--- config.mk ---
export PLATFORM = sky130hd
export DESIGN_NAME = varint32_group_decoder
export DESIGN_NICKNAME = d
export VERILOG_FILES = /design/src/vgd_pkg.sv /design/src/vgd_decode.sv /design/src/vgd_out_buf.sv /design/src/varint32_group_decoder.sv
export VERILOG_INCLUDE_DIRS = /design/src /design/src/src
export SDC_FILE = /design/constraint.sdc
export NUM_CORES = 1
export LEC_CHECK = 0
export ABC_CLOCK_PERIOD_IN_PS = 16000
export BUFFER_PORTS_ARGS = -buffer_cell sky130_fd_sc_hd__buf_2
export CAP_MARGIN = 20
export CELL_PAD_IN_SITES_DETAIL_PLACEMENT = 1
export CELL_PAD_IN_SITES_GLOBAL_PLACEMENT = 1
export CORE_MARGIN = 5
export CORE_UTILIZATION = 34
export DETAILED_ROUTE_END_ITERATION = 10
export GPL_ROUTABILITY_DRIVEN = 0
export GPL_TIMING_DRIVEN = 0
export PLACE_DENSITY = 0.64
export SETUP_SLACK_MARGIN = 0.1
export SYNTH_ARGS = -nofsm -noshare
export SYNTH_HDL_FRONTEND = slang
export SYNTH_SLANG_ARGS = --single-unit
--- constraint.sdc ---
create_clock -name clk -period 16 [get_ports clk]
set_input_delay 3.2 -clock clk [delete_from_list [all_inputs] [get_ports clk]]
set_output_delay 3.2 -clock clk [all_outputs]
set_load 0.02 [all_outputs]
--- src/varint32_group_decoder_macros.svh ---
// assertion macros shared by the varint32 group decoder modules
// depends on nothing; included by the files that check their own logic
`ifndef VARINT32_GROUP_DECODER_MACROS_SVH
`define VARINT32_GROUP_DECODER_MACROS_SVH

// same-cycle implication, disabled during reset
`define VGD_ASSERT_NOW(lbl, clk, rst_n, ante, cons, msg) \
    lbl: assert property (@(posedge clk) disable iff (!rst_n) (ante) |-> (cons)) \
        else $error(msg);

// next-cycle implication, disabled during reset
`define VGD_ASSERT_NEXT(lbl, clk, rst_n, ante, cons, msg) \
    lbl: assert property (@(posedge clk) disable iff (!rst_n) (ante) |=> (cons)) \
        else $error(msg);

`endif

--- src/vgd_pkg.sv ---
// shared constants and types of the varint32 group decoder
// depends on nothing; imported by every module of the block
package vgd_pkg;

    localparam int GROUP_BYTES = 8;
    localparam int IDX_W       = (GROUP_BYTES > 1) ? $clog2(GROUP_BYTES) : 1;
    localparam int CNT_W       = 4;
    localparam int VALUE_W     = 32;
    localparam int PAY_W       = 7;
    localparam int TOP_W       = 4;

    // byte position codes within one varint
    localparam logic [2:0] POS_TOP   = 3'd4;
    localparam logic [2:0] MAX_BYTES = 3'd5;

    // decoded values of one group, one slot per byte that ends a varint
    typedef struct packed {
        logic [GROUP_BYTES-1:0][VALUE_W-1:0] value;
        logic [GROUP_BYTES-1:0]              overlong;
        logic [GROUP_BYTES-1:0]              hit;
    } dec_res_t;

endpackage

--- src/vgd_decode.sv ---
// single-pass decode of one byte group into per-byte varint results
// depends on vgd_pkg; holds the varint carry state between groups
`include "varint32_group_decoder_macros.svh"

module vgd_decode (
    input  logic                          clk,
    input  logic                          rst_n,
    input  logic                          en,
    input  logic [8*vgd_pkg::GROUP_BYTES-1:0] byte_group,
    input  logic [vgd_pkg::CNT_W-1:0]      valid_count,
    input  logic                          end_of_stream,
    output vgd_pkg::dec_res_t              res
);
    import vgd_pkg::*;

    logic [VALUE_W-1:0] acc_reg, acc_next;
    logic [2:0]         pos_reg, pos_next;
    logic               ov_reg, ov_next;
    logic [CNT_W-1:0]   cnt;

    // clamp the byte count to the group size
    assign cnt = (valid_count > CNT_W'(GROUP_BYTES)) ? CNT_W'(GROUP_BYTES) : valid_count;

    // walk the bytes of the group in stream order
    always_comb
    begin
        logic [7:0]         b;
        logic [VALUE_W-1:0] contrib;
        logic [VALUE_W-1:0] acc;
        logic [2:0]         pos;
        logic               ov;
        acc = acc_reg;
        pos = pos_reg;
        ov  = ov_reg;
        res = '0;
        for (int i = 0; i < GROUP_BYTES; i++)
        begin
            b       = byte_group[8*i +: 8];
            contrib = '0;
            if (i < int'(cnt))
            begin
                case (pos)
                    3'd0:    contrib = {{(VALUE_W-PAY_W){1'b0}}, b[PAY_W-1:0]};
                    3'd1:    contrib = {{(VALUE_W-2*PAY_W){1'b0}}, b[PAY_W-1:0],
                                        {PAY_W{1'b0}}};
                    3'd2:    contrib = {{(VALUE_W-3*PAY_W){1'b0}}, b[PAY_W-1:0],
                                        {(2*PAY_W){1'b0}}};
                    3'd3:    contrib = {{(VALUE_W-4*PAY_W){1'b0}}, b[PAY_W-1:0],
                                        {(3*PAY_W){1'b0}}};
                    POS_TOP: contrib = {b[TOP_W-1:0], {(VALUE_W-TOP_W){1'b0}}};
                    default: ov = 1'b1;
                endcase
                acc = acc | contrib;
                if (b[7])
                begin
                    if (pos < MAX_BYTES)
                    begin
                        pos = pos + 3'd1;
                    end
                end
                else
                begin
                    res.value[i]    = acc;
                    res.overlong[i] = ov;
                    res.hit[i]      = 1'b1;
                    acc = '0;
                    pos = '0;
                    ov  = 1'b0;
                end
            end
        end
        acc_next = end_of_stream ? '0   : acc;
        pos_next = end_of_stream ? 3'd0 : pos;
        ov_next  = end_of_stream ? 1'b0 : ov;
    end

    // carry state across groups
    always_ff @(posedge clk or negedge rst_n)
    begin
        if (!rst_n)
        begin
            acc_reg <= '0;
            pos_reg <= '0;
            ov_reg  <= 1'b0;
        end
        else if (en)
        begin
            acc_reg <= acc_next;
            pos_reg <= pos_next;
            ov_reg  <= ov_next;
        end
    end

    `VGD_ASSERT_NOW(a_pos_range, clk, rst_n, 1'b1, pos_reg <= MAX_BYTES,
        "byte position beyond five")
    `VGD_ASSERT_NEXT(a_eos_clears, clk, rst_n, en && end_of_stream,
        pos_reg == 3'd0 && acc_reg == '0 && !ov_reg, "end of stream left state behind")

endmodule

--- src/vgd_out_buf.sv ---
// result buffer that holds one group's decoded values and hands them out in order
// depends on vgd_pkg; fed by vgd_decode through the top level
`include "varint32_group_decoder_macros.svh"

module vgd_out_buf (
    input  logic                        clk,
    input  logic                        rst_n,
    input  logic                        load,
    input  vgd_pkg::dec_res_t           res,
    output logic                        can_load,
    output logic                        tvalid,
    input  logic                        tready,
    output logic [vgd_pkg::VALUE_W-1:0] value,
    output logic                        overlong,
    output logic                        last
);
    import vgd_pkg::*;

    logic [GROUP_BYTES-1:0]              pend_reg, pend_next;
    logic [GROUP_BYTES-1:0][VALUE_W-1:0] value_reg;
    logic [GROUP_BYTES-1:0]              ov_reg;
    logic [GROUP_BYTES-1:0]              low_bit;
    logic [GROUP_BYTES-1:0]              rest;
    logic [IDX_W-1:0]                    idx;
    logic                                take;

    // lowest pending slot goes out first
    always_comb
    begin
        idx = '0;
        for (int i = GROUP_BYTES - 1; i >= 0; i--)
        begin
            if (pend_reg[i])
            begin
                idx = IDX_W'(i);
            end
        end
    end

    assign low_bit  = pend_reg & (~pend_reg + GROUP_BYTES'(1));
    assign rest     = pend_reg & ~low_bit;
    assign tvalid   = |pend_reg;
    assign take     = tvalid && tready;
    assign last     = (rest == '0);
    assign value    = value_reg[idx];
    assign overlong = ov_reg[idx];
    assign can_load = (pend_reg == '0) || (take && last);

    // pending mask update
    always_comb
    begin
        if (load)
        begin
            pend_next = res.hit;
        end
        else if (take)
        begin
            pend_next = rest;
        end
        else
        begin
            pend_next = pend_reg;
        end
    end

    always_ff @(posedge clk or negedge rst_n)
    begin
        if (!rst_n)
        begin
            pend_reg <= '0;
        end
        else
        begin
            pend_reg <= pend_next;
        end
    end

    // result payload
    always_ff @(posedge clk)
    begin
        if (load)
        begin
            value_reg <= res.value;
            ov_reg    <= res.overlong;
        end
    end

    `VGD_ASSERT_NOW(a_load_when_free, clk, rst_n, load,
        pend_reg == '0 || (take && last), "group loaded over pending results")
    `VGD_ASSERT_NOW(a_last_single, clk, rst_n, tvalid && last,
        $onehot(pend_reg), "last flagged with several results pending")
    `VGD_ASSERT_NEXT(a_drain_one, clk, rst_n, take && !load,
        $countones(pend_reg) + 1 == $past($countones(pend_reg)),
        "drain did not retire exactly one result")

endmodule

--- src/varint32_group_decoder.sv ---
// path: a group accepted into the input stage is decoded combinationally and written into
//   the result buffer once that buffer can load; its first value is valid in the cycle after
// throughput: one group per cycle while groups end at most one varint and the receiver is
//   ready; a group that ends several varints holds the result buffer until all have left
// reset: rst_n asynchronous active low clears the input stage, the carry state
//   and the result buffer; no clearing pass
// top level; depends on vgd_pkg, vgd_decode and vgd_out_buf
module varint32_group_decoder (
    input  logic        clk,
    input  logic        rst_n,
    input  logic        s_axis_tvalid,
    output logic        s_axis_tready,
    input  logic [71:0] s_axis_tdata,   // byte_group[63:0], valid_count[67:64], zero pad
    input  logic        s_axis_tlast,   // end_of_stream
    output logic        m_axis_tvalid,
    input  logic        m_axis_tready,
    output logic [39:0] m_axis_tdata,   // value[31:0], overlong[32], zero pad
    output logic        m_axis_tlast    // last value of its group
);
    import vgd_pkg::*;

    logic                       in_valid_reg;
    logic [8*GROUP_BYTES-1:0]   group_reg;
    logic [CNT_W-1:0]           count_reg;
    logic                       eos_reg;
    logic                       can_load;
    logic                       load;
    logic                       in_take;
    dec_res_t                   res;
    logic [VALUE_W-1:0]         out_value;
    logic                       out_overlong;

    assign load          = in_valid_reg && can_load;
    assign s_axis_tready = !in_valid_reg || can_load;
    assign in_take       = s_axis_tvalid && s_axis_tready;

    // input stage valid
    always_ff @(posedge clk or negedge rst_n)
    begin
        if (!rst_n)
        begin
            in_valid_reg <= 1'b0;
        end
        else if (s_axis_tready)
        begin
            in_valid_reg <= s_axis_tvalid;
        end
    end

    // input stage payload
    always_ff @(posedge clk)
    begin
        if (in_take)
        begin
            group_reg <= s_axis_tdata[8*GROUP_BYTES-1:0];
            count_reg <= s_axis_tdata[64 +: CNT_W];
            eos_reg   <= s_axis_tlast;
        end
    end

    vgd_decode u_decode (
        .clk           (clk),
        .rst_n         (rst_n),
        .en            (load),
        .byte_group    (group_reg),
        .valid_count   (count_reg),
        .end_of_stream (eos_reg),
        .res           (res)
    );

    vgd_out_buf u_out_buf (
        .clk      (clk),
        .rst_n    (rst_n),
        .load     (load),
        .res      (res),
        .can_load (can_load),
        .tvalid   (m_axis_tvalid),
        .tready   (m_axis_tready),
        .value    (out_value),
        .overlong (out_overlong),
        .last     (m_axis_tlast)
    );

    // pack the result
    assign m_axis_tdata = {7'b0, out_overlong, out_value};

endmodule

==> flow_summary.yaml, run 1 <==
timing:
  setup_ws_ps: 3700
  relSlewSlack_pct: 24.1
  tns_ps: 0
  period_needed_ps: 12300
  worst_pin_slew_ps: 1130
  grt_setup_unrepaired: "no"
  max_freq_mhz: 81.3
  worst_clock_skew_ps: 25.7
  hold_viol_final: 0
  setup-violations-final: 0
  finalMaxSlewViolations: 0
  finalCritPeriodShare_pct: 76.8
synthesis:
  ys_types: 92
  synth_area_leaders: "edfxtp_1, a21oi_1, mux4_2"
  syn_area_sq_um: 21900
  synth.largest_area_cell: "edfxtp_1"
  synthCells: 2147
  syn_area_per_cell_sq_um: 10.2
  synth_top_cell_area_share_pct: 45.7
  synth-main-ff-cell: "edfxtp_1"
  ys_seq_elements: 378
  synth_warnings: 0
  seq_area_frac_synth_pct: 50.9
  synth_edf_count: 333
  async_flop_share_pct: 11.9
critical_path:
  endpoint_kind: "register"
  worst_path_most_repeated_cell: "ha_1"
  cp_data_arrival_time_ps: 12620
  worstSetupStartpointType: "register"
  slowest_stage: "clkbuf_1"
  path_buf_inv: 15
  path_class: "reg2reg"
  critPathMaxFanout: 10
  crit_path_max_incr_delay_ps: 610
  cp_top_family: "buffers and inverters"
  cp.required_ps: 16330
place:
  placed_area_sq_um: 23600
  dp_hpwl_um: 73700
  place_ws_ps: 3970
  port-buffer-count: 108
global_route:
  use_met1_pct: 34.7
  grt_max_degree: 100
  grt_pass1_vias: 19600
  use_met2_pct: 42.8
  gr-usage-all-layers_pct: 26.1
  grt_overflow_total: 0
  use_met3_pct: 4.77
  grt_busiest_layer: "met2"
  grt_first_pass_wirelength_um: 135000
  antenna_found_initial: 3
floorplanning:
  start_util_pct: 34.1
  die_area_sq_um: 69500
  fp.dieH_um: 264
  die_x_um: 264
  pin_count: 120
  coreArea_sq_um: 64100
  std_cell_rows: 93
drt:
  firstDrtPassIters: 8
  wirelength_um: 94700
  routedWlPerCell_um: 29.5
  drt-initial-drc-count: 2188
  routed-via-count: 19400
  ant_nets: 0
  avgViaCountPerCell: 6.04
  drcViolationCount: 0
flow_run:
  drv_cap: 0
clock_network:
  post_cts_buffers: 0
  ctsResizeCount: 0
  clk_latency_ps: 600
  numCtsBuffers: 44
  clock_path_buffers: 3
  cts_tree: "yes"
  ctsRootBufferMaster: "clkbuf_16"
  clock_sinks: 378
  cts_hold_buf: 0
  htree_levels: 2
  path_clk_slew_ps: 60
hold_path:
  hp-class: "reg2reg"
layout:
  largest_reg_flops: 256
  num-nets-final: 2433
  layout-drive-gt1-share_pct: 15.9
  area.growth.synth_to_final_pct: 15.1
  fin_area_sq_um: 25200
  num-fill-cells: 7284
outcome:
  run_status: "completed"
## kinds of logic (layout without fill, tap and decap cells)
| family | after synthesis | in the layout | share of synthesized area, % |
|---|---|---|---|
| flip-flops | 378 | 378 | 50.9 |
| other | 1 | 8 | 0.0171 |
| multiplexers | 100 | 100 | 8.54 |
| AO/OA/AOI/OAI | 664 | 664 | 18.7 |
| XOR/XNOR | 1 | 1 | 0.0401 |
| adder cells (fa/ha/maj) | 41 | 41 | 2.33 |
| AND/OR/NAND/NOR | 716 | 716 | 14.9 |
| buffers and inverters | 246 | 443 | 4.57 |
## per-layer routing
| metal | wire (um) | part of all wire, % |
|---|---|---|
| met1 | 37900 | 40 |
| met2 | 44000 | 47 |
| met3 | 8350 | 8.8 |
| met4 | 4430 | 4.7 |
| met5 | 0 | 0 |
## Yosys cell counts (all sizes together) (9+ instances only)
| cell | count |
|---|---|
| a21oi | 337 |
| o22ai | 10 |
| buf | 40 |
| inv | 40 |
| edfxtp | 333 |
| nand2b | 9 |
| clkbuf | 165 |
| o21ai | 122 |
| nand2 | 182 |
| o221ai | 26 |
| dfrtp | 45 |
| mux2 | 33 |
| o211ai | 12 |
| a31oi | 24 |
| nand3 | 147 |
| and2 | 23 |
| mux4 | 66 |
| a21o | 37 |
| o21a | 9 |
| a211oi | 11 |
| or2 | 12 |
| nor4 | 9 |
| nor3 | 27 |
| a22oi | 11 |
| nor2 | 252 |
| ha | 40 |
| and3 | 25 |
## metrics by stage
stage / hold WS [ps] / utilization [%] / instances
after floorplan: 473 / - / 2153
after global routing: 574 / 39.3 / 3205
after CTS: 557 / 39.2 / 3202
after global placement: 531 / 36.7 / 3116
final: 564 / 39.3 / 3206
after detailed placement: 531 / 36.9 / 3122
## worst register-to-register path, delay by kind of cell (launching register included)
family	cells	cell delay, ps
buffers and inverters	15	4170
adder cells (fa/ha/maj)	9	2920
AND/OR/NAND/NOR	11	2580
AO/OA/AOI/OAI	8	1860
flip-flops	1	520
## worst paths after layout
path	start	end	slack [ps]	cells after the start
setup reg to reg	u_decode.pos_reg[0]	u_out_buf.value_reg[251]	3700	43
max in group asynchronous	rst_n	u_decode.acc_reg[10]	13040	2
min in group asynchronous	rst_n	u_out_buf.pend_reg[6]	2460	1
hold / removal	u_decode.acc_reg[4]	u_decode.acc_reg[4]	560	2
setup / recovery	u_decode.pos_reg[0]	u_out_buf.value_reg[251]	3700	43
hold reg to reg	u_decode.acc_reg[4]	u_decode.acc_reg[4]	560	2
## final cells by class
cell class,instances,area (sq um),share of cell area [%]
flip-flops and latches,378,11100,44.2
multi-input cells,1529,9770,38.8
clock buffers,51,1150,4.56
well taps,855,1070,4.25
plain buffers,205,843,3.35
repair buffers,117,698,2.77
clock inverters,29,347,1.38
inverters,41,164,0.651
diodes,1,2.50,0.00994
## placed cells by master, fill, tap and decap left out, drive strengths merged, types with 17 or more instances in the layout
cell      n
nand2   182
and3     25
a31oi    24
buf     156
ha       40
mux2     33
o221ai   26
nor3     27
inv      45
nor2    252
clkbuf  217
o21ai   122
dfrtp    45
clkinv   17
a21o     37
nand3   147
and2     23
a21oi   337
edfxtp  333
mux4     66
Power of run 1 is left out: the tool's default activity adds up to more than one toggle a clock period on the data nets, which glitch-free logic cannot reach.
==> run 2, diff against run 1 <==
- ABC_CLOCK_PERIOD_IN_PS: 16000 -> 11600
- clock period: 16 -> 11.6 ns (I/O delays scaled with it)
==> flow_summary.yaml, run 2 (synthesized netlist as in run 1, its figures left out) <==
drt:
  ant_nets: 0
  firstDrtPassIters: 8
  routedWlPerCell_um: 29.6
  drcViolationCount: 0
  avgViaCountPerCell: 6.07
  wirelength_um: 94900
  routed-via-count: 19500
  drt-initial-drc-count: 2171
floorplanning:
  coreArea_sq_um: 64100
  std_cell_rows: 93
  die_x_um: 264
  die_area_sq_um: 69500
  start_util_pct: 34.1
  pin_count: 120
  fp.dieH_um: 264
clock_network:
  clock_path_buffers: 3
  post_cts_buffers: 0
  clock_sinks: 378
  clk_latency_ps: 600
  cts_tree: "yes"
  numCtsBuffers: 44
  ctsRootBufferMaster: "clkbuf_16"
  path_clk_slew_ps: 60
  htree_levels: 2
critical_path:
  slowest_stage: "a221oi_4"
  path_class: "reg2reg"
  cp_top_family: "buffers and inverters"
  crit_path_end: "u_out_buf.value_reg[251]"
  path_buf_inv: 17
  reg2reg_slack_ps: 620
  cp.required_ps: 12040
  endpoint_kind: "register"
  worst_path_most_repeated_cell: "ha_1"
  crit_path_max_incr_delay_ps: 480
  path_depth: 44
  cp_data_arrival_time_ps: 11420
  worstReg2RegEnd: "u_out_buf.value_reg[251]"
  cp-startpoint: "count_reg[0]"
  critPathMaxFanout: 15
  reg2reg_depth: 44
  crit-reg2reg-launch: "count_reg[0]"
  worstSetupStartpointType: "register"
timing:
  grt_setup_unrepaired: "no"
  tns_ps: 0
  relSlewSlack_pct: 22.8
  period_needed_ps: 10980
  hold_viol_final: 0
  max_freq_mhz: 91.1
  worst_clock_skew_ps: 25.5
  finalMaxSlewViolations: 0
  setup-violations-final: 0
  finalCritPeriodShare_pct: 94.6
  setup_ws_ps: 621
  worst_pin_slew_ps: 1150
hold_path:
  hp-class: "reg2reg"
layout:
  num-fill-cells: 7280
  layout-drive-gt1-share_pct: 16.1
  utilization_pct: 39.3
  area.growth.synth_to_final_pct: 15.2
  multi_input_area_sq_um: 9780
  largest_reg_flops: 256
  final_cell_mix: "a21oi_1, edfxtp_1, nor2_1"
  seq_area_sq_um: 11100
  num-nets-final: 2432
place:
  port-buffer-count: 108
  dp_hpwl_um: 73700
  place_ws_ps: -433
flow_run:
  drv_cap: 0
global_route:
  grt_pass1_vias: 19600
  gr-usage-all-layers_pct: 26.1
  grt_first_pass_wirelength_um: 135000
  grt_overflow_total: 0
  antenna_found_initial: 3
  grt_max_degree: 100
outcome:
  run_status: "completed"
run 2: area by class of cell:
cell class / instances / share of cell area [%]
Sequential cell: 378 / 44.2
Inverter: 41 / 0.651
Tap cell: 855 / 4.25
Clock inverter: 29 / 1.38
Antenna cell: 1 / 0.00994
Multi-Input combinational cell: 1529 / 38.9
Timing Repair Buffer: 117 / 2.77
Clock buffer: 51 / 4.56
Buffer: 204 / 3.35
run 2: what timing repair did:
action                     4_1_cts  5_1_grt
pin swaps                        0        1
setup endpoints to repair       32       33
gates resized for setup          3        4
hold buffers                     0        0
run 2: routing by layer:
metal	global-route usage [%]	routed length (um)
met1	34.7	37900
met2	42.8	43900
met3	4.77	8450
met4	10.1	4580
met5	0	0
run 2: how the worst min path moves through the flow:
stage	endpoint	startpoint	cells after the start
2_1_floorplan	u_decode.acc_reg[4]	u_decode.acc_reg[4]	2
3_3_place_gp	u_decode.acc_reg[4]	u_decode.acc_reg[4]	2
3_5_place_dp	u_decode.acc_reg[4]	u_decode.acc_reg[4]	2
4_1_cts	u_decode.acc_reg[11]	u_decode.acc_reg[11]	2
5_1_grt	u_decode.acc_reg[11]	u_decode.acc_reg[11]	2
6_report	u_decode.acc_reg[11]	u_decode.acc_reg[11]	2
run 2: metrics by stage:
stage                     std cells  instance area [sq um]  hold WS [ps]
after CTS                      3202                  25100           557
after floorplan                2153                  21900           473
after global placement         3116                  23500           531
final                          3205                  25200           561
after global routing           3204                  25200           574
after detailed placement       3122                  23600           531
run 2: worst register-to-register path, delay by kind of cell, from the launching register on:
kind / cells / cell delay [ps]
flops: 1 / 350
buf+inv: 17 / 3600
compound gates: 9 / 2100
fa+ha+maj: 7 / 2250
simple gates: 11 / 2530
Power of run 2 is left out for the same reason.
